`src/design/e2cal_pkg.sv`:
```
`timescale 1ns / 1ps
// ----------------------------------------------------------------------------
// e2cal_pkg
// Shared widths, constants, control structs and the month length table for
// the epoch day count to calendar date converter.
// ----------------------------------------------------------------------------
package e2cal_pkg;

    localparam int DAY_COUNT_BITS  = 20;
    localparam int SECS_BITS       = 37;
    localparam int MICRO_BITS      = 20;
    localparam int YEAR_BITS       = 13;
    localparam int MONTH_BITS      = 4;
    localparam int MDAY_BITS       = 5;
    localparam int HOUR_BITS       = 5;
    localparam int MINUTE_BITS     = 6;
    localparam int SECOND_BITS     = 6;
    localparam int RESID_BITS      = 17;
    localparam int DSEC_BITS       = DAY_COUNT_BITS + RESID_BITS;
    localparam int WIDE_BITS       = (DSEC_BITS > SECS_BITS) ? DSEC_BITS : SECS_BITS;

    localparam int EPOCH_YEAR      = 1970;
    localparam int EPOCH_MOD100    = EPOCH_YEAR % 100;
    localparam int EPOCH_MOD400    = EPOCH_YEAR % 400;
    localparam int DAYS_PER_CYCLE  = 146097;
    localparam int YEARS_PER_CYCLE = 400;
    localparam int SECONDS_PER_DAY = 86400;
    localparam int SECS_PER_HOUR   = 3600;
    localparam int SECS_PER_MINUTE = 60;
    localparam int LAST_MONTH      = 11;

    typedef struct packed {
        logic load;
        logic cyc_step;
        logic year_step;
        logic month_step;
        logic resid_load;
        logic hour_step;
        logic minute_step;
    } cmd_t;

    typedef struct packed {
        logic cyc_more;
        logic year_more;
        logic month_more;
        logic hour_more;
        logic minute_more;
    } status_t;

    typedef struct packed {
        logic [YEAR_BITS-1:0]   year_value;
        logic [MONTH_BITS-1:0]  month_index;
        logic [MDAY_BITS-1:0]   day_of_month;
        logic [HOUR_BITS-1:0]   hour_value;
        logic [MINUTE_BITS-1:0] minute_value;
        logic [SECOND_BITS-1:0] second_value;
        logic [MICRO_BITS-1:0]  micro_out;
        logic                   time_error;
    } result_t;

    function automatic logic [MDAY_BITS-1:0] month_days(
        input logic [MONTH_BITS-1:0] month,
        input logic                  leap
    );
        logic [MDAY_BITS-1:0] len;
        case (month)
            4'd1:                         len = leap ? 5'd29 : 5'd28;
            4'd3, 4'd5, 4'd8, 4'd10:      len = 5'd30;
            default:                      len = 5'd31;
        endcase
        return len;
    endfunction

endpackage

```
`src/design/e2cal_dpath.sv`:
```
`timescale 1ns / 1ps
// ----------------------------------------------------------------------------
// e2cal_dpath
// Datapath: 400-year cycle, year and month stepping on the remaining day
// count, residual seconds and hour / minute stepping by subtraction.
// ----------------------------------------------------------------------------
module e2cal_dpath (
    input  logic                                   clk,
    input  logic [e2cal_pkg::DAY_COUNT_BITS-1:0]   day_count,
    input  logic [e2cal_pkg::SECS_BITS-1:0]        epoch_seconds,
    input  logic [e2cal_pkg::MICRO_BITS-1:0]       micro_seconds,
    input  e2cal_pkg::cmd_t                        cmd,
    output e2cal_pkg::status_t                     status,
    output e2cal_pkg::result_t                     result
);

    logic [e2cal_pkg::DAY_COUNT_BITS-1:0] rem_reg,    rem_next;
    logic [e2cal_pkg::YEAR_BITS-1:0]      year_reg,   year_next;
    logic [6:0]                           mod100_reg, mod100_next;
    logic [8:0]                           mod400_reg, mod400_next;
    logic [e2cal_pkg::MONTH_BITS-1:0]     month_reg,  month_next;
    logic [e2cal_pkg::SECS_BITS-1:0]      secs_reg,   secs_next;
    logic [e2cal_pkg::DSEC_BITS-1:0]      dsec_reg,   dsec_next;
    logic [e2cal_pkg::MICRO_BITS-1:0]     micro_reg,  micro_next;
    logic [e2cal_pkg::RESID_BITS-1:0]     resid_reg,  resid_next;
    logic [e2cal_pkg::HOUR_BITS-1:0]      hour_reg,   hour_next;
    logic [e2cal_pkg::MINUTE_BITS-1:0]    minute_reg, minute_next;
    logic                                 err_reg,    err_next;

    logic                                 leap;
    logic [8:0]                           year_len;
    logic [e2cal_pkg::MDAY_BITS-1:0]      month_len;
    logic [e2cal_pkg::WIDE_BITS-1:0]      secs_wide;
    logic [e2cal_pkg::WIDE_BITS-1:0]      dsec_wide;
    logic [e2cal_pkg::WIDE_BITS-1:0]      diff;
    logic                                 resid_bad;

    always_comb
    begin
        leap      = (year_reg[1:0] == 2'd0) && ((mod100_reg != 7'd0) || (mod400_reg == 9'd0));
        year_len  = leap ? 9'd366 : 9'd365;
        month_len = e2cal_pkg::month_days(month_reg, leap);

        status.cyc_more    = 32'(rem_reg) >= 32'(e2cal_pkg::DAYS_PER_CYCLE);
        status.year_more   = 32'(rem_reg) >= 32'(year_len);
        status.month_more  = (month_reg < e2cal_pkg::MONTH_BITS'(e2cal_pkg::LAST_MONTH))
                          && (32'(rem_reg) >= 32'(month_len));
        status.hour_more   = resid_reg >= e2cal_pkg::RESID_BITS'(e2cal_pkg::SECS_PER_HOUR);
        status.minute_more = resid_reg >= e2cal_pkg::RESID_BITS'(e2cal_pkg::SECS_PER_MINUTE);

        secs_wide = e2cal_pkg::WIDE_BITS'(secs_reg);
        dsec_wide = e2cal_pkg::WIDE_BITS'(dsec_reg);
        diff      = secs_wide - dsec_wide;
        resid_bad = (secs_wide < dsec_wide)
                 || (diff >= e2cal_pkg::WIDE_BITS'(e2cal_pkg::SECONDS_PER_DAY));
    end

    always_comb
    begin
        rem_next    = rem_reg;
        year_next   = year_reg;
        mod100_next = mod100_reg;
        mod400_next = mod400_reg;
        month_next  = month_reg;
        secs_next   = secs_reg;
        dsec_next   = dsec_reg;
        micro_next  = micro_reg;
        resid_next  = resid_reg;
        hour_next   = hour_reg;
        minute_next = minute_reg;
        err_next    = err_reg;

        if (cmd.load)
        begin
            rem_next    = day_count;
            year_next   = e2cal_pkg::YEAR_BITS'(e2cal_pkg::EPOCH_YEAR);
            mod100_next = 7'(e2cal_pkg::EPOCH_MOD100);
            mod400_next = 9'(e2cal_pkg::EPOCH_MOD400);
            month_next  = '0;
            secs_next   = epoch_seconds;
            dsec_next   = e2cal_pkg::DSEC_BITS'(day_count)
                        * e2cal_pkg::DSEC_BITS'(e2cal_pkg::SECONDS_PER_DAY);
            micro_next  = micro_seconds;
            hour_next   = '0;
            minute_next = '0;
        end
        if (cmd.cyc_step)
        begin
            rem_next  = rem_reg - e2cal_pkg::DAY_COUNT_BITS'(e2cal_pkg::DAYS_PER_CYCLE);
            year_next = year_reg + e2cal_pkg::YEAR_BITS'(e2cal_pkg::YEARS_PER_CYCLE);
        end
        if (cmd.year_step)
        begin
            rem_next    = rem_reg - e2cal_pkg::DAY_COUNT_BITS'(year_len);
            year_next   = year_reg + 1'b1;
            mod100_next = (mod100_reg == 7'd99)  ? 7'd0 : mod100_reg + 7'd1;
            mod400_next = (mod400_reg == 9'd399) ? 9'd0 : mod400_reg + 9'd1;
        end
        if (cmd.month_step)
        begin
            rem_next   = rem_reg - e2cal_pkg::DAY_COUNT_BITS'(month_len);
            month_next = month_reg + 1'b1;
        end
        if (cmd.resid_load)
        begin
            err_next   = resid_bad;
            resid_next = resid_bad ? '0 : diff[e2cal_pkg::RESID_BITS-1:0];
        end
        if (cmd.hour_step)
        begin
            resid_next = resid_reg - e2cal_pkg::RESID_BITS'(e2cal_pkg::SECS_PER_HOUR);
            hour_next  = hour_reg + 1'b1;
        end
        if (cmd.minute_step)
        begin
            resid_next  = resid_reg - e2cal_pkg::RESID_BITS'(e2cal_pkg::SECS_PER_MINUTE);
            minute_next = minute_reg + 1'b1;
        end
    end

    always_ff @(posedge clk)
    begin
        rem_reg    <= rem_next;
        year_reg   <= year_next;
        mod100_reg <= mod100_next;
        mod400_reg <= mod400_next;
        month_reg  <= month_next;
        secs_reg   <= secs_next;
        dsec_reg   <= dsec_next;
        micro_reg  <= micro_next;
        resid_reg  <= resid_next;
        hour_reg   <= hour_next;
        minute_reg <= minute_next;
        err_reg    <= err_next;
    end

    always_comb
    begin
        result.year_value   = year_reg;
        result.month_index  = month_reg;
        result.day_of_month = rem_reg[e2cal_pkg::MDAY_BITS-1:0] + 1'b1;
        result.hour_value   = hour_reg;
        result.minute_value = minute_reg;
        result.second_value = resid_reg[e2cal_pkg::SECOND_BITS-1:0];
        result.micro_out    = micro_reg;
        result.time_error   = err_reg;
    end

endmodule

```
`src/design/e2cal_ctrl.sv`:
```
`timescale 1ns / 1ps
// ----------------------------------------------------------------------------
// e2cal_ctrl
// Controller: sequences load, cycle, year, month, residual, hour and minute
// steps, then hands the result to the output stage.
// ----------------------------------------------------------------------------
module e2cal_ctrl (
    input  logic               clk,
    input  logic               rst_n,
    input  logic               item_valid,
    output logic               item_ready,
    input  e2cal_pkg::status_t status,
    input  logic               out_free,
    output e2cal_pkg::cmd_t    cmd,
    output logic               out_load
);

    typedef enum logic [2:0] {
        S_IDLE,
        S_CYCLE,
        S_YEAR,
        S_MONTH,
        S_RESID,
        S_HOUR,
        S_MINUTE,
        S_DONE
    } state_t;

    state_t state_reg, state_next;

    always_comb
    begin
        state_next = state_reg;
        cmd        = '0;
        out_load   = 1'b0;
        item_ready = 1'b0;
        unique case (state_reg)
            S_IDLE:
            begin
                item_ready = 1'b1;
                if (item_valid)
                begin
                    cmd.load   = 1'b1;
                    state_next = S_CYCLE;
                end
            end
            S_CYCLE:
            begin
                if (status.cyc_more) cmd.cyc_step = 1'b1;
                else                 state_next   = S_YEAR;
            end
            S_YEAR:
            begin
                if (status.year_more) cmd.year_step = 1'b1;
                else                  state_next    = S_MONTH;
            end
            S_MONTH:
            begin
                if (status.month_more) cmd.month_step = 1'b1;
                else                   state_next     = S_RESID;
            end
            S_RESID:
            begin
                cmd.resid_load = 1'b1;
                state_next     = S_HOUR;
            end
            S_HOUR:
            begin
                if (status.hour_more) cmd.hour_step = 1'b1;
                else                  state_next    = S_MINUTE;
            end
            S_MINUTE:
            begin
                if (status.minute_more) cmd.minute_step = 1'b1;
                else                    state_next      = S_DONE;
            end
            S_DONE:
            begin
                if (out_free)
                begin
                    out_load   = 1'b1;
                    state_next = S_IDLE;
                end
            end
            default:
            begin
                state_next = S_IDLE;
            end
        endcase
    end

    always_ff @(posedge clk or negedge rst_n)
    begin
        if (!rst_n)
        begin
            state_reg <= S_IDLE;
        end
        else
        begin
            state_reg <= state_next;
        end
    end

endmodule

```
`src/design/e2cal_out.sv`:
```
`timescale 1ns / 1ps
// ----------------------------------------------------------------------------
// e2cal_out
// Output register: holds one finished item until the consumer takes it.
// ----------------------------------------------------------------------------
module e2cal_out (
    input  logic               clk,
    input  logic               rst_n,
    input  logic               load,
    input  e2cal_pkg::result_t result_in,
    output logic               free,
    output logic               result_valid,
    input  logic               result_ready,
    output e2cal_pkg::result_t result_out
);

    logic               valid_reg, valid_next;
    e2cal_pkg::result_t data_reg,  data_next;

    always_comb
    begin
        free       = !valid_reg || result_ready;
        valid_next = valid_reg;
        data_next  = data_reg;
        if (load)
        begin
            valid_next = 1'b1;
            data_next  = result_in;
        end
        else if (result_ready)
        begin
            valid_next = 1'b0;
        end
    end

    always_ff @(posedge clk or negedge rst_n)
    begin
        if (!rst_n)
        begin
            valid_reg <= 1'b0;
        end
        else
        begin
            valid_reg <= valid_next;
        end
    end

    always_ff @(posedge clk)
    begin
        data_reg <= data_next;
    end

    assign result_valid = valid_reg;
    assign result_out   = data_reg;

endmodule

```
`src/design/epoch_days_to_calendar_date.sv`:
```
`timescale 1ns / 1ps
// ----------------------------------------------------------------------------
// epoch_days_to_calendar_date
// Converts a day count since 1970-01-01 and epoch seconds into Gregorian
// year, month, day of month and hour, minute, second, with a range flag.
//
//   channel | handshake                  | payload
//   --------+----------------------------+-------------------------------------
//   input   | item_valid / item_ready    | day_count, epoch_seconds,
//           |                            | micro_seconds
//   output  | result_valid / result_ready| year_value, month_index,
//           |                            | day_of_month, hour_value,
//           |                            | minute_value, second_value,
//           |                            | micro_out, time_error
//
// one item at a time: after accept, the controller steps 400-year cycles,
// then years, then months, loads the residual seconds, then steps hours
// and minutes before handing the result to the output register
// every step is one subtract in the shared datapath, one per cycle
// item_ready is high only while the controller is idle; a finished result
// sits in the output register, so the next item is taken while it waits
// reset clears the controller and the output valid flag only
// ----------------------------------------------------------------------------
module epoch_days_to_calendar_date (
    input  logic                                  clk,
    input  logic                                  rst_n,
    input  logic                                  item_valid,
    output logic                                  item_ready,
    input  logic [e2cal_pkg::DAY_COUNT_BITS-1:0]  day_count,
    input  logic [e2cal_pkg::SECS_BITS-1:0]       epoch_seconds,
    input  logic [e2cal_pkg::MICRO_BITS-1:0]      micro_seconds,
    output logic                                  result_valid,
    input  logic                                  result_ready,
    output logic [e2cal_pkg::YEAR_BITS-1:0]       year_value,
    output logic [e2cal_pkg::MONTH_BITS-1:0]      month_index,
    output logic [e2cal_pkg::MDAY_BITS-1:0]       day_of_month,
    output logic [e2cal_pkg::HOUR_BITS-1:0]       hour_value,
    output logic [e2cal_pkg::MINUTE_BITS-1:0]     minute_value,
    output logic [e2cal_pkg::SECOND_BITS-1:0]     second_value,
    output logic [e2cal_pkg::MICRO_BITS-1:0]      micro_out,
    output logic                                  time_error
);

    e2cal_pkg::cmd_t    cmd;
    e2cal_pkg::status_t status;
    e2cal_pkg::result_t dp_result;
    e2cal_pkg::result_t out_result;
    logic               out_free;
    logic               out_load;

    e2cal_ctrl u_ctrl (
        .clk        (clk),
        .rst_n      (rst_n),
        .item_valid (item_valid),
        .item_ready (item_ready),
        .status     (status),
        .out_free   (out_free),
        .cmd        (cmd),
        .out_load   (out_load)
    );

    e2cal_dpath u_dpath (
        .clk           (clk),
        .day_count     (day_count),
        .epoch_seconds (epoch_seconds),
        .micro_seconds (micro_seconds),
        .cmd           (cmd),
        .status        (status),
        .result        (dp_result)
    );

    e2cal_out u_out (
        .clk          (clk),
        .rst_n        (rst_n),
        .load         (out_load),
        .result_in    (dp_result),
        .free         (out_free),
        .result_valid (result_valid),
        .result_ready (result_ready),
        .result_out   (out_result)
    );

    assign year_value   = out_result.year_value;
    assign month_index  = out_result.month_index;
    assign day_of_month = out_result.day_of_month;
    assign hour_value   = out_result.hour_value;
    assign minute_value = out_result.minute_value;
    assign second_value = out_result.second_value;
    assign micro_out    = out_result.micro_out;
    assign time_error   = out_result.time_error;

endmodule
```
`config.mk`:
```
export PLATFORM = sky130hd
export DESIGN_NAME = epoch_days_to_calendar_date
export DESIGN_NICKNAME = d
export VERILOG_FILES = /design/src/design/e2cal_pkg.sv /design/src/design/e2cal_dpath.sv /design/src/design/e2cal_ctrl.sv /design/src/design/e2cal_out.sv /design/src/design/epoch_days_to_calendar_date.sv
export SDC_FILE = /design/constraint.sdc
export NUM_CORES = 1
export LEC_CHECK = 0
export ABC_AREA = 1
export BUFFER_PORTS_ARGS = -buffer_cell sky130_fd_sc_hd__buf_2
export CORE_MARGIN = 1
export CORE_UTILIZATION = 56
export CTS_CLUSTER_DIAMETER = 50
export DETAILED_ROUTE_END_ITERATION = 10
export PLACE_DENSITY_LB_ADDON = 0.25
export RECOVER_POWER = 25
export SETUP_SLACK_MARGIN = 0.5
export SLEW_MARGIN = 15
export SYNTH_ARGS = -nofsm -noshare
export SYNTH_HDL_FRONTEND = slang
export SYNTH_SLANG_ARGS = --single-unit
```
`constraint.sdc`:
```
create_clock -name clk -period 3.8 [get_ports clk]
set_input_delay 0.38 -clock clk [delete_from_list [all_inputs] [get_ports clk]]
set_output_delay 0.38 -clock clk [all_outputs]
set_load 0.02 [all_outputs]
```
### Word level (Yosys, flattened, before mapping)

Cells that the tools add are included.

| storage, ports and cells | value |
|---|---|
| bits in registers | 233 |
| logic and storage cells | 138 |

| cells by class | value |
|---|---|
| equality and inequality tests | 21 |
| add/sub/neg operators | 14 |
| muxes and demuxes | 52 |
| $lt $le $gt $ge | 8 |
| reductions and logical operators | 20 |
| multiply operators | 1 |

Operators by type and width:

| cell | count |
|---|---|
| 20-bit two-way mux | 4 |
| 17-bit two-way mux | 4 |
| 13-bit two-way mux | 3 |
| 37-bit by 17-bit >= comparator with 1-bit output (second input constant) | 1 |
| 37-bit less-than comparator | 1 |
| 37-bit subtractor | 1 |
| 20-bit by 10-bit multiplier with 30-bit output (second input constant) | 1 |
| 9-bit two-way mux | 3 |
| 3-bit one-hot mux with 8 select lines | 1 |
| 3-bit two-way mux | 7 |
| 7-bit two-way mux | 3 |
| 20-bit by 18-bit >= comparator with 1-bit output (second input constant) | 1 |
| 20-bit by 5-bit >= comparator with 1-bit output | 1 |
| 20-bit by 9-bit >= comparator with 1-bit output | 1 |
| 20-bit by 18-bit subtractor with 20-bit output (second input constant) | 1 |
| 20-bit by 5-bit subtractor with 20-bit output | 1 |
| 20-bit by 9-bit subtractor with 20-bit output | 1 |
| 1-bit two-way mux | 19 |
| 17-bit by 12-bit >= comparator with 1-bit output (second input constant) | 1 |
| 17-bit by 6-bit >= comparator with 1-bit output (second input constant) | 1 |
| 17-bit by 12-bit subtractor with 17-bit output (second input constant) | 1 |
| 17-bit by 6-bit subtractor with 17-bit output (second input constant) | 1 |
| 2-bit inequality test (second input constant) | 7 |
| 13-bit by 1-bit adder with 13-bit output (second input constant) | 1 |
| 33 further kinds | 50 |

### Longest topological paths before layout

| depth | value |
|---|---|
| word-level depth | 10 |
| depth in mapped cells | 22 |
| mapped depth without buffers | 21 |

### Hierarchy

A second synthesis with hierarchy kept.

| unflattened totals | value |
|---|---|
| cell total of the unflattened synthesis | 2,026 |
| area, all modules | 17,239.0 µm² |

By module, submodules not included:

| module | cells an instance | area each (µm²) | times used |
|---|---|---|---|
| e2cal_dpath | 1,902 | 14,999.4 | 1 |
| e2cal_out | 65 | 1,846.8 | 1 |
| e2cal_ctrl | 59 | 392.9 | 1 |

### Least setup slack after synthesis

OpenSTA, ideal clock, no wires.

| timing path | value |
|---|---|
| kind | input to register |
| start | input day_count[1] (netlist bit) |
| end | register u_dpath.dsec_reg[33] (netlist bit) (data pin) |
| stages | 19 |
| setup slack | -0.440 ns |
| required time | 3.541 ns |
| library setup time | 0.259 ns |
| data arrival time | 3.981 ns |
| path through | ha_1 inv_1 fa_1 inv_1 fa_1 ha_1 inv_1 fa_1 inv_1 ha_1 nand2_1 o21ai_0 a21oi_1 inv_1 a21oi_1 o21ai_0 nand3_1 nand2_1 xor2_1 |

| on the way | value |
|---|---|
| cells in the longest elaborated chain, start to end | 1 |

RTL lines:

| item | line | RTL |
|---|---|---|
| start: declaration | epoch_days_to_calendar_date.sv:29 | `input logic [e2cal_pkg::DAY_COUNT_BITS-1:0] day_count,` |
| 20-bit by 10-bit multiplier with 30-bit output | e2cal_dpath.sv:82 | `* e2cal_pkg::DSEC_BITS'(e2cal_pkg::SECONDS_PER_DAY);` |
| end signal: assignment | e2cal_dpath.sv:129 | `dsec_reg <= dsec_next;` |
| end: declaration | e2cal_dpath.sv:23 | `logic [e2cal_pkg::DSEC_BITS-1:0] dsec_reg, dsec_next;` |

Every way passes these cells.
A chain may end at the register's enable or synchronous reset.

### Final worst setup path

| timing path | value |
|---|---|
| start | input day_count[4] (netlist bit) |
| end | register u_dpath.dsec_reg[31] (netlist bit) (data pin) |

The elaborated chain is that of the path after synthesis.

==> flow_metrics.tcl <==
set metrics [dict create \
    setup_viol 0 \
    wl_mm 50.74 \
    viasPerCell 5.545 \
    area_growth_pct 32.89 \
    syn_nets 2282 \
    dp_hpwl_mm 32.89 \
    grt_pass1_wl_mm 74.31 \
    dr_total_vias 15530 \
    finClkSkew_ns 0.02706 \
    synth_top_area_share_pct 39.80 \
    wire_per_inst_um 18.11 \
    worst-path-max-fanout 4 \
    die_w_um 177.6 \
    nFillCells 1895 \
    ioPinCount 143 \
    cp.arrival_ns 4.03 \
    rr_worst_depth 20 \
    grt_use_total_pct 29.95 \
    status "finished, final reports clean" \
    cts-root-buf "clkbuf_16" \
    clock.fmax_ghz 0.2674 \
    timing.rr.end "u_dpath.rem_reg[14]" \
    multi_input_area_sq_um 9888 \
    portBuffers 142 \
    detail-route-antenna-nets 0 \
    drc 0 \
    mostFrequentLayoutCells "nand2_1 (401), inv_1 (333), edfxtp_1 (229)" \
    worst_slew_pin_slew_ns 0.8361 \
    seq_area_frac_synth_pct 40.38 \
    syn_inst 2000 \
    clk_latency_ns 0.57 \
    powerDensity_nw_per_um2 880.6 \
    min-delay-start "epoch_seconds[33]" \
    period_share_pct 98.43 \
    synth_seq_cells 233 \
    power_leakage_nw 10.66 \
    holdPathStages 1 \
    ys_types 60 \
    worstSetupPathType "primary input to flip-flop" \
    r2r_start "u_dpath.month_reg[1]" \
    numCtsBuffers 28 \
    rsz0062_at_grt "true" \
    maxCapViolCount 0 \
    cts-htree-levels 1 \
    clkTransAtPathRegs_ns 0.06 \
    max_stage_delay_ns 0.55 \
    grt.overflow.total 0 \
    utilization_pct 76.44 \
    die_area_sq_um 31560 \
    reg2reg_slack_ns 0.20 \
    num_rows 63 \
    grt_pass1_vias 14790 \
    synth_warnings 0 \
    setup_tns_ns 0 \
    final_cell_area_sq_um 22960 \
    cts.sinks 233 \
    layout_commonest_cell "nand2_1" \
    largest_register_ffs 60 \
    final-seq-area_sq_um 6977 \
    initial_utilization_pct 57.53 \
    syn_area_sq_um 17280 \
    layout-drive-gt1-share_pct 26.35 \
    crit_slowest_cell "fa_1" \
    grt_antenna_before_repair 1 \
    startpoint_type "primary input" \
    maxSlewViolCount 0 \
    worst_slack_ns 0.05961 \
    worstPathRequired_ns 4.09 \
    crit_chain "buf_12 -> ha_4 -> fa_1 -> fa_1 -> ha_4 -> inv_2 -> fa_1 -> inv_2 -> ha_4 -> a21oi_4 -> o21ai_2 -> a21oi_2 -> inv_2 -> a21oi_4 -> buf_6 -> o21bai_4 -> a21oi_2 -> xnor2_1" \
    grt_max_degree 61 \
    synth_area_per_cell_sq_um 8.638 \
    dr.pass1.iters 6 \
    nets 2670 \
    synth_top_cell_by_area "edfxtp_1" \
    max_slew_margin_pct 44.26 \
    worstHoldPathType "primary input to flip-flop" \
    yosys-top-cells-area "edfxtp_1 (40%), ha_1 (11%), nand2_1 (9.4%)" \
    post_dp_cell_area_sq_um 19480 \
    hold_viol 0 \
    first_iter_violations 1622 \
    core_sq_um 30030 \
    period_minus_slack_ns 3.740 \
    die_h_um 177.6 \
    min_to "u_dpath.secs_reg[33]" \
    cts_tree "built" \
    place.gp.congestion 0.9594 \
    worstSetupEndpointType "flip-flop" \
    cts_max_path_buffers 3 \
    irDropWorstVdd_v 0.0006226 \
    pre_cts_ws_ns -0.5229 \
]
metal layers:
layer	up-vias	wire (um)	track usage, %
met3	182	3547	4.199
met2	719	24610	50.20
li1	7305	-	-
met4	0	2283	11.93
met1	7326	20300	39.08
met5	-	0	0
synthesized netlist by cell type (all sizes together):
cell     count
xnor2       28
a211oi       2
nor3b        3
dfrtp        4
o21ai       87
o31a         1
clkbuf       9
ha         155
nor2b        1
o31ai        2
o21a         1
nand4       37
o22ai        3
nor2       183
a32oi        1
o221ai       1
xor2        83
nand3b       4
buf         22
clkinv       2
fa          46
a31oi       10
nand2      451
nor3        27
o32ai        1
a22oi        1
a21o         1
inv        373
or2          7
a21oi      106
o311ai       1
o2111ai      2
nand3      103
o22a         2
o21bai       4
o211ai       3
nor4         3
edfxtp     229
and3         1
through the flow:
stage          instances  hold slack (ns)  power [mW]
6_report            2801          0.01140       20.22
5_1_grt             2801        0.0007423       21.36
4_1_cts             2766        0.0008166       18.31
3_5_place_dp        2604           0.1959       13.96
3_3_place_gp        2604           0.1912       13.64
2_1_floorplan       2000          0.08441       11.13
worst max path at each step:
stage                                end         start  slack, ns  cells past startpoint
finish              u_dpath.dsec_reg[31]  day_count[4]       0.06                     18
floorplan           u_dpath.dsec_reg[33]  day_count[3]      -0.11                     19
CTS                 u_dpath.dsec_reg[32]  day_count[5]       0.22                     21
detailed placement  u_dpath.dsec_reg[34]  day_count[5]      -0.52                     17
global route        u_dpath.dsec_reg[34]  day_count[9]      -0.02                     17
global placement    u_dpath.dsec_reg[34]  day_count[5]      -0.42                     17
timing repair:
action | in CTS | in global routing
hold endpoints to repair | 56 | 0
cloned | 4 | 4
resized for setup | 134 | 166
setup buffers | 53 | 30
pin swaps | 81 | 74
hold buffers | 53 | 0
endpoints found under the setup margin | 126 | 126
cell families after synthesis:
family                     count (synthesis)  share of synthesized area, %
adders and majority gates                201                         16.56
xor gates and xnor gates                 111                         5.627
buffers and inverters                    406                         9.132
and+or+nand+nor                          820                         20.76
DFF                                      233                         40.38
AOI/OAI and AO/OA                        229                         7.539
where the power goes:
group / internal, mW / switching (mW) / total [mW] / leakage, nW
Sequential: 4.08 / 0.696 / 4.77 / 2.15
Clock: 1.67 / 1.17 / 2.85 / 0.484
Combinational: 5.38 / 7.22 / 12.6 / 8.03
final cells by class:
cell class | instances | share of cell area, %
Antenna cell | 1 | 0.01090
Clock buffer | 35 | 3.346
Clock inverter | 17 | 0.9265
Inverter | 375 | 6.251
Multi-Input combinational cell | 1361 | 43.07
Sequential cell | 233 | 30.39
Tap cell | 390 | 2.125
Timing Repair Buffer | 389 | 13.88
critical path, delay by kind of cell:
kind | cells | cell delay, ns
buffers and inverters | 5 | 0.39
adders and majority gates | 6 | 2.32
AOI/OAI and AO/OA | 6 | 0.83
xor gates and xnor gates | 1 | 0.11
(Power assumes the default switching activity.)
